[config.mk]
export PLATFORM = sky130hd
export DESIGN_NAME = lirs_pcm
export DESIGN_NICKNAME = d
export VERILOG_FILES = /design/src/rtl/lirs_pkg.sv /design/src/rtl/lirs_pcm.sv
export SDC_FILE = /design/constraint.sdc
export NUM_CORES = 1
export LEC_CHECK = 0
export ABC_CLOCK_PERIOD_IN_PS = 4600
export BUFFER_PORTS_ARGS = -buffer_cell sky130_fd_sc_hd__buf_2
export CORE_ASPECT_RATIO = 0.7
export CORE_UTILIZATION = 45
export CTS_CLUSTER_DIAMETER = 40
export DETAILED_ROUTE_END_ITERATION = 8
export HOLD_SLACK_MARGIN = 0.12
export PLACE_DENSITY = 0.62
export SETUP_SLACK_MARGIN = 0.5
export SYNTH_ARGS = -nofsm -noshare
export SYNTH_HDL_FRONTEND = slang
export SYNTH_SLANG_ARGS = --single-unit
[constraint.sdc]
create_clock -name clk_i -period 4.6 [get_ports clk_i]
set_input_delay 0.23 -clock clk_i [delete_from_list [all_inputs] [get_ports clk_i]]
set_output_delay 0.23 -clock clk_i [all_outputs]
set_load 0.05 [all_outputs]
[src/rtl/lirs_pkg.sv]
// ----------------------------------------------------------------------------
// lirs_pkg
// Types and constants shared by the linear interpolation resampler: payload
// structs, sequencer states, unit control structs and fixed-point widths.
// ----------------------------------------------------------------------------
`default_nettype none

package lirs_pkg;

  // sample and phase formats
  localparam int SAMPLE_BITS = 24;
  localparam int PH_FRAC     = 24;
  localparam int PH_BITS     = 28;
  localparam int PCM_BITS    = 16;
  localparam int PCM_GUARD   = PCM_BITS - 1;

  // datapath widths
  localparam int DIFF_W = SAMPLE_BITS + 1;
  localparam int MULT_W = 2 * DIFF_W;
  localparam int X_W    = MULT_W;
  localparam int V_W    = X_W + 1;
  localparam int F_BITS = SAMPLE_BITS + PH_FRAC;
  localparam int MAG_W  = F_BITS + 1;
  localparam int SCL_W  = MAG_W + PCM_GUARD;

  // phase and ratio constants, Q4.24
  localparam logic [PH_BITS-1:0] PH_ONE      = 28'h100_0000;
  localparam logic [PH_BITS-1:0] RATIO_MIN   = 28'd262144;
  localparam logic [PH_BITS-1:0] RATIO_MAX   = 28'd134217728;
  localparam logic [PH_BITS-1:0] RATIO_RESET = 28'h100_0000;

  // full scale and rounding half point of the interpolated value
  localparam logic [MAG_W-1:0]  MAG_FULL = {1'b1, {F_BITS{1'b0}}};
  localparam logic [F_BITS-1:0] RND_HALF = {1'b1, {(F_BITS-1){1'b0}}};

  // configuration port
  localparam int APB_ADDR_W = 3;
  localparam int APB_DATA_W = 32;
  localparam logic [0:0] REG_RATE_RATIO = 1'b0;
  localparam logic [0:0] REG_MONO_MODE  = 1'b1;

  typedef struct packed {
    logic signed [SAMPLE_BITS-1:0] left_in;
    logic signed [SAMPLE_BITS-1:0] right_in;
  } in_t;

  typedef struct packed {
    logic signed [PCM_BITS-1:0] left_out;
    logic signed [PCM_BITS-1:0] right_out;
    logic                       last_of_run;
  } out_t;

  typedef struct packed {
    logic mul;
    logic acc;
  } mac_ctl_t;

  typedef struct packed {
    logic load;
    logic mag;
    logic scale;
    logic round;
  } pcm_ctl_t;

  typedef enum logic [3:0] {
    ST_IDLE,
    ST_CHECK,
    ST_MUL_L,
    ST_ACC_L,
    ST_MUL_R,
    ST_ACC_R,
    ST_LD_L,
    ST_MAG_L,
    ST_SCL_L,
    ST_RND_L,
    ST_LD_R,
    ST_MAG_R,
    ST_SCL_R,
    ST_RND_R,
    ST_OUT
  } st_e;

endpackage

`default_nettype wire

[src/rtl/lirs_pcm.sv]
// ----------------------------------------------------------------------------
// lirs_pcm
// PCM conversion unit: clamps the interpolated value to full scale, scales it
// by 32767 with a shift and subtract, and rounds half to even, one step a cycle.
// ----------------------------------------------------------------------------
`default_nettype none

module lirs_pcm (
  input  wire                                  clk_i,
  input  wire lirs_pkg::pcm_ctl_t              ctl_i,
  input  wire logic signed [lirs_pkg::V_W-1:0] v_i,
  output logic signed [lirs_pkg::PCM_BITS-1:0] pcm_o
);

  logic signed [lirs_pkg::V_W-1:0]    v_q;
  logic [lirs_pkg::V_W-1:0]           abs_v;
  logic [lirs_pkg::MAG_W-1:0]         mag_d, mag_q;
  logic                               neg_q;
  logic [lirs_pkg::SCL_W-1:0]         scl_d, scl_q;
  logic [lirs_pkg::PCM_BITS-1:0]      quo;
  logic [lirs_pkg::F_BITS-1:0]        rem;
  logic                               rnd_up;
  logic [lirs_pkg::PCM_BITS-1:0]      quo_r;
  logic signed [lirs_pkg::PCM_BITS-1:0] res_d, res_q;

  // magnitude, clamped to full scale
  assign abs_v = v_q[lirs_pkg::V_W-1] ? (-v_q) : v_q;
  assign mag_d = (abs_v > {{(lirs_pkg::V_W-lirs_pkg::MAG_W){1'b0}}, lirs_pkg::MAG_FULL})
               ? lirs_pkg::MAG_FULL : abs_v[lirs_pkg::MAG_W-1:0];

  // times 32767
  assign scl_d = {mag_q, {lirs_pkg::PCM_GUARD{1'b0}}}
               - {{lirs_pkg::PCM_GUARD{1'b0}}, mag_q};

  // round half to even and restore sign
  assign quo    = scl_q[lirs_pkg::SCL_W-1:lirs_pkg::F_BITS];
  assign rem    = scl_q[lirs_pkg::F_BITS-1:0];
  assign rnd_up = (rem > lirs_pkg::RND_HALF) || ((rem == lirs_pkg::RND_HALF) && quo[0]);
  assign quo_r  = quo + {{(lirs_pkg::PCM_BITS-1){1'b0}}, rnd_up};
  assign res_d  = neg_q ? $signed(-quo_r) : $signed(quo_r);

  always_ff @(posedge clk_i) begin
    if (ctl_i.load) begin
      v_q <= v_i;
    end
    if (ctl_i.mag) begin
      neg_q <= v_q[lirs_pkg::V_W-1];
      mag_q <= mag_d;
    end
    if (ctl_i.scale) begin
      scl_q <= scl_d;
    end
    if (ctl_i.round) begin
      res_q <= res_d;
    end
  end

  assign pcm_o = res_q;

endmodule

`default_nettype wire

==> metrics.md, run 1 <==
| Metric | Value |
|---|---|
| Status | completed |
| Req. time, crit path | 4800 ps |
| RR Startpoint | v_q[19] |
| DR WL/cell | approximately 17 um |
| N_diodes | 0 |
| Setup TNS | 0 ps |
| Iter 0 DRT Violations | 750 |
| Largest net degree at the start of global routing | 65 |
| Total gr overflow | 0 |
| Vias/cell | around 5.4 |
| Most used DFF post-synth | edfxtp_1 |
| Worst r2r dst | mag_q[1] |
| Mapped Cells | 1,017 |
| Clock-pin slew on the worst setup and hold paths | 80 ps |
| Die footprint | 24,600 sq um |
| Worst setup SP type | flop |
| P&R area growth vs syn | 17.8% |
| Crit-path most repeated cell | or4_4 |
| Max_cap viols | 0 |
| Synth Register Bits | roughly 180 |
| Yosys Warn Count | 0 |
| Worst Setup SP | v_q[19] |
| Die Y | 131 um |
| Drc violations | 0 |
| Ports | 72 |
| Reg2Reg Setup Slack | roughly 600 ps |
| DRT Pass-1 Iters | 7 |
| Num rows | 46 |
| Hold Path End | pcm_o[15] |
| Tot Pwr | 4.63 mW |
| Netlist cell types | between 60 and 70 |
| TritonCTS clock tree | yes |
| Pwr/cell area | ~370 nW/um^2 |
| CP top delay family | simple AND/OR/NAND/NOR gates |
| GR Util All Layers | 0.211 |
| Clock root buffer | clkbuf_16 |
| Min-delay src | ctl_i[0] |
| Final Hold Fails | 0 |
| Worst hold stages | 1 |
| Sequential Area | about 5400 sq um |
| Crit-path max cell delay | between 500 and 600 ps |
| R2R cell count | 11 |
| Via count of the first global-routing pass | about 7,400 |
| Initial Utilization | 0.467 |
| Mean Syn Cell Area | between 10 and 15 sq um |
| First-pass GRT wire length | slightly above 40,000 um |
| Proportion of layout cells with a drive suffix above 1 | 0.142 |
| Core Area | 23,100 sq um |
| Async set-reset flop share out of synthesis | 0 |
| Final setup viols | 0 |
| Slowest cell on crit path | or4_4 |
| Clock Path Buffers | 2 |
| WS Path Type | flop to flop |
| Post-synth net total | 1,113 |
| Worst Setup End Kind | flop |
| Final wirelength | around 25,000 um |
| CP Cell Sequence | or4_4 > or4b_4 > or4_4 > or3_4 > or4_4 > nand3_1 > o31ai_2 > o2111ai_1 > o31a_1 > buf_12 > nor2_1 |
| Setup Skew | 14.5 ps |
| P_leak | 4.79 nW |
| Port bufs | ~70 |
| Minimum clock period | between 3000 and 4000 ps |
| Slew of the pin with the lowest slew margin | ~1000 ps |
| Worst Hold Class | primary input to flop |
| CTS Buf Count | 17 |
| Initial antenna violation count | 0 |
| Die width | ~190 um |
| Post-DP HPWL | roughly 19,000 um |
| Post-route clock period utilization | 0.869 |
| CP bufs+invs | 1 |
| WP data arrival | between 4000 and 5000 ps |
| Routed Antenna Nets | 0 |
| Vias | between 8,000 and 9,000 |
| Slew headroom | 0.306 |
| FILL cells | between 2,000 and 2,500 |
| H-Tree Depth | 4 |
| Routability congestion estimate from global placement | 0.921 |
| # clock sinks | about 180 |
| F_max | ~250 MHz |
| Area used by multi-input combinational logic | about 5000 sq um |
| CP Max Fanout | 19 |
| Worst-Skew Late Latency | around 450 ps |
| RSZ-0062 raised after global routing | yes |
| Register area share after synthesis | 0.505 |
| Post-Synthesis Cell Area | approximately 11,000 sq um |
| Fin. max-slew vios | 0 |
| Post-synth EDFFs | roughly 180 |
| VDD IR max | 0.000274 V |
| Nets | 1,243 |
-- state kept, by name, indices dropped and copies added (netlist names) --
name and flops:
scl_q 64, neg_q 1, mag_q 49, pcm_o 16
v_q 51
-- synthesized netlist by cell type (16+ instances only) --
library cell	number	area [sq um]
edfxtp_1	181	5440
nor2_1	89	334
nand2_1	83	312
xor2_1	68	596
xnor2_1	65	569
inv_1	58	218
a21oi_1	42	210
ha_1	40	500
o21ai_0	39	195
nand3_1	37	185
nor3_1	33	165
clkbuf_1	29	109
a21o_1	23	173
nor4_1	22	138
o31ai_1	18	135
or3_1	17	106
and3_1	16	100
-- cell usage in the layout, fill, tap and decap left out, types with 4 or more instances in the layout --
| cell | netlist | final |
|---|---|---|
| a32oi_1 | 4 | 4 |
| or4_4 | 5 | 5 |
| a21o_1 | 23 | 23 |
| nor2b_1 | 9 | 9 |
| a31oi_1 | 9 | 9 |
| or3_1 | 17 | 16 |
| nor2_1 | 89 | 89 |
| clkinv_4 | 0 | 4 |
| dlygate4sd3_1 | 0 | 51 |
| xnor2_1 | 65 | 65 |
| xor2_1 | 68 | 68 |
| o31ai_1 | 18 | 16 |
| nor3_1 | 33 | 31 |
| inv_1 | 58 | 58 |
| o21ai_0 | 39 | 38 |
| a21oi_1 | 42 | 41 |
| o21bai_1 | 7 | 7 |
| a211oi_1 | 5 | 5 |
| edfxtp_1 | 181 | 181 |
| nor3b_1 | 7 | 7 |
| nor4_1 | 22 | 20 |
| ha_1 | 40 | 39 |
| o41ai_1 | 9 | 8 |
| o21a_1 | 4 | 4 |
| nand4_1 | 14 | 14 |
| nand2_1 | 83 | 83 |
| buf_2 | 0 | 71 |
| clkbuf_16 | 0 | 17 |
| and3_1 | 16 | 16 |
| inv_8 | 0 | 5 |
| nor2_4 | 8 | 8 |
| nand2b_1 | 10 | 10 |
| buf_4 | 0 | 23 |
| and2_1 | 5 | 5 |
| nand3_1 | 37 | 37 |
-- where the power goes --
group	switching, mW	internal [mW]
clock	0.697	0.724
sequential	0.136	2.05
combinational	0.613	0.408
total	1.45	3.18
-- how the worst max path moves through the flow --
stage | endpoint | cells past startpoint | slack, ps
finish | mag_q[1] | 11 | 600
global route | pcm_o[15] | 17 | 410
CTS | mag_q[1] | 10 | 510
detailed placement | mag_q[1] | 11 | 360
global placement | mag_q[2] | 11 | 420
floorplan | mag_q[10] | 13 | 510
-- cell families (layout without fill, tap and decap cells) --
family,Yosys count,count (layout),share of synthesized area
muxes,4,4,0.00407
xor gates and xnor gates,133,133,0.108
and+or+nand+nor,371,371,0.177
DFF,181,181,0.505
adders and majority gates,40,40,0.0465
AOI/OAI and AO/OA,195,195,0.123
buffers and inverters,93,236,0.0367
-- through the flow --
step / hold WS (ps) / utilization / instance area, sq um / setup WS (ps) / cells
2_1_floorplan: 329 / - / 10800 / 509 / 1017
3_5_place_dp: 408 / 0.495 / 11400 / 363 / 1377
6_report: 231 / 0.550 / 12700 / 604 / 1472
5_1_grt: 242 / 0.550 / 12700 / 407 / 1472
3_3_place_gp: 406 / 0.495 / 11400 / 422 / 1377
4_1_cts: 221 / 0.545 / 12600 / 508 / 1467
-- timing repair --
action                     in CTS  in global routing
gates resized for setup         2                 16
setup buffers                   7                  5
setup endpoints to repair      20                 30
hold endpoints to repair       51                  0
hold buffers                   51                  0
pin swaps                       0                  4
-- final cells by class --
cell class,instances,share of cell area
Sequential cell,181,0.429
Multi-Input combinational cell,743,0.394
Timing Repair Buffer,146,0.0835
Clock buffer,17,0.0335
Tap cell,312,0.0308
Inverter,58,0.0172
Clock inverter,15,0.0123
-- layer usage --
layer  vias to the layer above  global-route usage  share of wire
met4                         0              0.0524          0.012
met5                         -                   0              0
met2                       269               0.283           0.40
met1                      3715               0.336           0.53
li1                       4013                   -              -
met3                        25              0.0457          0.062
Power figures use the tool's default switching activity.
==> inputs of run 2 (changes only) <==
--- a/config.mk
+++ b/config.mk
@@ -10,4 +10,5 @@
 export CORE_ASPECT_RATIO = 0.7
 export CORE_UTILIZATION = 45
+export CTS_BUF_LIST = sky130_fd_sc_hd__clkbuf_4
 export CTS_CLUSTER_DIAMETER = 40
 export DETAILED_ROUTE_END_ITERATION = 8
==> constraint.sdc (replaced) <==
create_clock -name clk_i -period 4.6 [get_ports clk_i]
set_input_delay 0 -clock clk_i [delete_from_list [all_inputs] [get_ports clk_i]]
set_output_delay 0 -clock clk_i [all_outputs]
set_load 0.05 [all_outputs]
==> run 2 against run 1 <==
Global-route usage rose by 0.36 points. Utilization rose by 1.2 points. Critical path depth shrank 1. Maximum frequency about the same. Sequential share of layout area decreased by 0.91 points. Register-to-register slack is essentially flat. Final cell count is 3.9% higher. Power down 11%. Final area increased by 2.2%. Die area unchanged. Sequential power hardly changed.
==> metrics.md, run 2 (synthesis gave the netlist of run 1 again) <==
| Metric | Value |
|---|---|
| Status | completed |
| Nets | 1,299 (+4.5%) |
| Design area | 13,000 sq um (+2.2%) |
| F_max | 250 MHz (about the same) |
| Worst hold stages | 2 (+1) |
| Setup TNS | 0 ps (unchanged) |
| Slew headroom | 0.305 (-0.000405) |
| Final wirelength | 25,600 um (+1.8%) |
| Setup Skew | 30.6 ps (+16.1 ps) |
| Worst-Skew Late Latency | 630 ps (+180 ps) |
| Largest net degree at the start of global routing | 65 (unchanged) |
| Clock-pin slew on the worst setup and hold paths | 180 ps (+100 ps) |
| Num rows | 46 (unchanged) |
| RSZ-0062 raised after global routing | yes |
| Worst Setup SP | v_q[19] |
| Commonest non-fill, non-tap cells in the layout | edfxtp_1 (181), dlygate4sd3_1 (106), nor2_1 (89), nand2_1 (83), buf_2 (71) |
| Max_cap viols | 0 (unchanged) |
| P&R area growth vs syn | 20.3% |
| Total gr overflow | 0 (unchanged) |
| Req. time, crit path | 5100 ps (+300 ps) |
| Placed cell count | 1,377 (unchanged) |
| Ports | 72 (unchanged) |
| Vias | 8,324 (+3.8%) |
| Pwr/cell area | 319 nW/um^2 (-13%) |
| Min-delay src | ctl_i[0] |
| Post-DP HPWL | 18,500 um (unchanged) |
| Vias/cell | 5.44 (-0.10%) |
| Worst Hold Class | primary input to flop |
| TritonCTS clock tree | yes |
| R2R cell count | 10 (-1) |
| Slew of the pin with the lowest slew margin | 1040 ps (+0.607 ps) |
| Via count of the first global-routing pass | 7,615 (+2.2%) |
| Worst Setup End Kind | flop |
| Final Hold Fails | 0 (unchanged) |
| Die Y | 131 um (unchanged) |
| First-pass GRT wire length | 41,000 um (+1.6%) |
| Die footprint | 24,600 sq um (unchanged) |
| Max reg flops | 64 (unchanged) |
| H-Tree Depth | 4 (unchanged) |
| Worst setup SP type | flop |
| Tot Pwr | 4.13 mW (-11%) |
| Final setup viols | 0 (unchanged) |
| Placement-stage cell area | 11,400 sq um (unchanged) |
| CTS Buf Count | 17 (unchanged) |
| Largest regs | scl_q: 64 flops, v_q: 51 flops, mag_q: 49 flops |
| WS Path Type | flop to flop |
| Initial antenna violation count | 1 (+1) |
| Hold Path End | pcm_o[15] |
| DR WL/cell | 16.8 um (-2.0%) |
| Clock root buffer | clkbuf_4 |
| GR Util All Layers | 0.214 (+0.00361) |
| Proportion of layout cells with a drive suffix above 1 | 0.138 (-0.00408) |
| # clock sinks | 181 (unchanged) |
| Minimum clock period | 4000 ps (+0.650 ps) |
| Routability congestion estimate from global placement | 0.921 (unchanged) |
| Drc violations | 0 (unchanged) |
| Most flops, register | scl_q |
| RR Startpoint | v_q[19] |
| Reg2Reg Setup Slack | 600 ps (about the same) |
| P_leak | 4.89 nW (+2.2%) |
| CP Max Fanout | 19 (unchanged) |
| Iter 0 DRT Violations | 770 (+2.7%) |
| Clock Path Buffers | 2 (unchanged) |
| Most common cell after layout, fill and taps aside | edfxtp_1 |
| Core Area | 23,100 sq um (unchanged) |
| FILL cells | 1,973 (-1.4%) |
| Port bufs | 71 (unchanged) |
| Die width | 187 um (unchanged) |
| DRT Pass-1 Iters | 5 (-2) |
| Fin. max-slew vios | 0 (unchanged) |
| Post-route clock period utilization | 0.869 (about the same) |
| Worst r2r dst | mag_q[1] |
| Routed Antenna Nets | 0 (unchanged) |
| Fin cells | 1,529 (+3.9%) |
| Initial Utilization | 0.467 (unchanged) |
| VDD IR max | 0.000187 V (-31%) |
| WP data arrival | 4490 ps (+290 ps) |
## run 2: metal layers
| layer | part of all wire | vias to the layer above | GRT usage |
|---|---|---|---|
| li1 | - | 4121 | - |
| met3 | 0.068 | 26 | 0.0465 |
| met2 | 0.41 | 316 | 0.293 |
| met1 | 0.51 | 3861 | 0.335 |
| met4 | 0.013 | 0 | 0.0592 |
| met5 | 0 | - | 0 |
## run 2: cell type report
cell class                      instances  area, sq um  share of cell area
Tap cell                              312          390              0.0301
Clock inverter                         15          156              0.0121
Inverter                               58          218              0.0168
Antenna cell                            1         2.50            0.000193
Sequential cell                       181         5440               0.419
Multi-Input combinational cell        743         5010               0.387
Clock buffer                           17          128             0.00985
Timing Repair Buffer                  202         1620               0.125
## run 2: metrics by stage
stage / util / hold slack, ps / worst slack [ps]
final: 0.561 / 357 / 603
after global routing: 0.561 / 345 / 400
after CTS: 0.556 / 307 / 492
after detailed placement: 0.495 / 178 / 363
after global placement: 0.495 / 176 / 422
after floorplan: - / 98.9 / 509
## run 2: how the worst max path moves through the flow
stage	endpoint	slack, ps	depth (start not counted)
6_report	mag_q[1]	600	10
5_1_grt	pcm_o[15]	400	17
4_1_cts	mag_q[1]	490	10
3_5_place_dp	mag_q[1]	360	11
3_3_place_gp	mag_q[2]	420	11
2_1_floorplan	mag_q[10]	510	13
## run 2: report_power, final
| part | total (mW) | internal, mW | switching [mW] | leakage (nW) |
|---|---|---|---|---|
| Combinational | 1.06 | 0.439 | 0.620 | 2.94 |
| Clock | 0.886 | 0.246 | 0.640 | 0.148 |
| Sequential | 2.19 | 2.05 | 0.136 | 1.81 |
## run 2: critical path, stage by stage (launching register included)
cell and delay, ps:
edfxtp_1 440, or4_4 560, or4b_4 510, or4_4 580, or3_4 380, or4_4 430, o31ai_2 230, o2111ai_1 140
o31a_1 290, buf_12 180, nor2_1 120
## run 2: timing repair
item | in CTS | in global routing
pin swaps | 0 | 5
hold endpoints to repair | 232 | 0
hold buffers | 106 | 0
gates resized for setup | 2 | 18
endpoints found under the setup margin | 20 | 32
setup buffers | 7 | 6
==> inputs of run 3 (changes only) <==
ABC_CLOCK_PERIOD_IN_PS = 3200   (was 4600)
PLACE_DENSITY = 0.65   (was 0.62)
RECOVER_POWER = 25   (was not set)
clock period = 3.2 ns   (was 4.6 ns; I/O delays follow)
==> run 3 against run 2 <==
Count of clock-buffer cells in the layout did not move. Non-clock buffer count rose by 230. The flow now finishes with violations (max-capacitance violations, max-slew violations, negative setup slack). Register-to-register slack got worse by 1500 ps. Sequential share of layout area fell by 8.3 points. Final area rose by 25%. Largest cell class is now multi-input combinational cells. First-iteration DRC count rose by 14%. Critical path type unchanged. Worst setup slack got worse by 1500 ps. Critical path depth rose by 2. Hold slack improved by 230 ps. Sequential power rose by 42%.
==> metrics.md, run 3 (synthesis gave the netlist of run 1 again) <==
| Metric | Value |
|---|---|
| Setup slack after layout | -863 ps (-1470 ps) |
| CTS Buf Count | 17 (unchanged) |
| Final setup viols | 63 (+63) |
| Total gr overflow | 0 (unchanged) |
| Die Y | 131 um (unchanged) |
| Most common cell after layout, fill and taps aside | buf_4 |
| Max_cap viols | 1 (+1) |
| Worst Setup End Kind | flop |
| Met1 Track Usage GR | 0.368 (+0.0327) |
| Most flops, register | scl_q |
| Proportion of layout cells with a drive suffix above 1 | 0.380 (+0.242) |
| Largest regs | scl_q: 64 flops, v_q: 51 flops, mag_q: 49 flops |
| Core Area | 23,100 sq um (unchanged) |
| VDD IR max | 0.000260 V (+39%) |
| Clock root buffer | clkbuf_4 |
| First-pass GRT wire length | 47,400 um (+16%) |
| Routability congestion estimate from global placement | 0.943 (+2.4%) |
| Global route hottest layer | met2 |
| Largest net degree at the start of global routing | 54 (-17%) |
| Setup TNS | -36,220 ps (-36,220 ps) |
| TritonCTS clock tree | yes |
| Worst setup SP type | flop |
| WS Path Type | flop to flop |
| Via count of the first global-routing pass | 8,871 (+16%) |
| Num rows | 46 (unchanged) |
| Area used by multi-input combinational logic | 6200 sq um (+24%) |
| Pwr/cell area | 436 nW/um^2 (+37%) |
| Iter 0 DRT Violations | 875 (+14%) |
| Fin cells | 1,759 (+15%) |
| H-Tree Depth | 4 (unchanged) |
| Worst slack at placement | -779 ps (-1140 ps) |
| Post-DP HPWL | 20,600 um (+11%) |
| Port bufs | 71 (unchanged) |
| RSZ-0062 raised after global routing | yes |
| Minimum clock period | 4060 ps (+66.7 ps) |
| P_leak | 6.41 nW (+31%) |
| CP Max Fanout | 5 (-14) |
| Initial antenna violation count | 1 (unchanged) |
| DR WL/cell | 17.5 um (+4.5%) |
| GR Util All Layers | 0.246 (+0.0315) |
| Ports | 72 (unchanged) |
| P&R area growth vs syn | 50.1% |
| Routed Antenna Nets | 0 (unchanged) |
| Req. time, crit path | 3700 ps (-1400 ps) |
| Routing usage on met2 | 0.369 (+0.0765) |
| FILL cells | 1,665 (-16%) |
| # clock sinks | 181 (unchanged) |
| Slew headroom | -0.352 (-0.657) |
| Die footprint | 24,600 sq um (unchanged) |
| Die width | 187 um (unchanged) |
| Post-route clock period utilization | 1.27 (+0.401) |
| Sequential Area | 5440 sq um (unchanged) |
| Failing checks | max-capacitance violations, max-slew violations, negative setup slack |
| Worst Hold Class | primary input to flop |
| Placed cell count | 1,548 (+12%) |
| Fin. max-slew vios | 40 (+40) |
| Vias | 9,494 (+14%) |
| Final wirelength | 30,800 um (+20%) |
| Status | complete, but fails checks |
| Worst-Skew Late Latency | 640 ps (about the same) |
| Commonest non-fill, non-tap cells in the layout | buf_4 (208), edfxtp_1 (181), dlygate4sd3_1 (106), nand2_1 (75), buf_2 (69) |
| Drc violations | 0 (unchanged) |
| Vias/cell | 5.40 (-0.86%) |
| Grt met3 use | 0.0419 (-0.00454) |
| Slew of the pin with the lowest slew margin | 2030 ps (+986 ps) |
| Final Hold Fails | 0 (unchanged) |
| Max reg flops | 64 (unchanged) |
| Nets | 1,529 (+18%) |
| Setup Skew | 36.1 ps (+5.55 ps) |
| WP data arrival | 4560 ps (+70 ps) |
| Clock Path Buffers | 2 (unchanged) |
| Clock-pin slew on the worst setup and hold paths | 180 ps (about the same) |
| Initial Utilization | 0.467 (unchanged) |
| Tot Pwr | 7.04 mW (+70%) |
| DRT Pass-1 Iters | 6 (+1) |
| F_max | 246 MHz (-1.6%) |
run 3: worst paths after layout:
kind / from / end / slack, ps / cells past startpoint
worst min-delay path: ctl_i[0] / pcm_o[13] / 580 / 2
worst max register to register: v_q[17] / mag_q[17] / -860 / 12
worst min register to register: mag_q[48] / scl_q[63] / 610 / 1
worst max-delay path: v_q[17] / mag_q[17] / -860 / 12
run 3: worst max-delay path, cell delays in order, from the launching register on:
cell and delay, ps:
edfxtp_1 430, or4_4 550, or4b_4 490, or4_4 540, buf_6 150, o41ai_4 200, xor2_1 240, nand2_1 130
a2111oi_4 330, nand4_1 170, o31a_4 410, clkbuf_16 180, nor2_4 100
run 3: per-layer routing:
layer,part of all wire,up-vias
met4,0.014,0
met3,0.059,49
met1,0.47,4524
li1,-,4584
met2,0.45,337
met5,0,-
run 3: what timing repair did:
action,CTS,global route
gates cloned,3,3
hold endpoints to repair,206,0
endpoints found under the setup margin,96,100
buffers inserted,40,26
hold buffers,106,0
gates resized for setup,136,112
pin swaps,49,58
run 3: final cells by class:
class                   count  area share
diodes                      1    0.000155
repair buffers            432       0.223
clock inverters            15      0.0114
inverters                  58      0.0136
multi-input cells         743       0.384
flip-flops and latches    181       0.336
well taps                 312      0.0242
clock buffers              17     0.00790
run 3: power breakdown:
part / leakage [nW] / switching, mW / internal (mW) / total, mW
Clock: 0.164 / 0.933 / 0.438 / 1.37
Sequential: 1.81 / 0.160 / 2.95 / 3.11
Combinational: 4.44 / 1.32 / 1.24 / 2.56
Total: 6.41 / 2.41 / 4.63 / 7.04
run 3: through the flow:
stage	util	hold WS, ps	instance area [sq um]
after floorplan	-	98.9	11100
after global placement	0.563	176	13000
after detailed placement	0.563	178	13000
after CTS	0.666	303	15400
after global routing	0.700	544	16200
final	0.700	584	16200
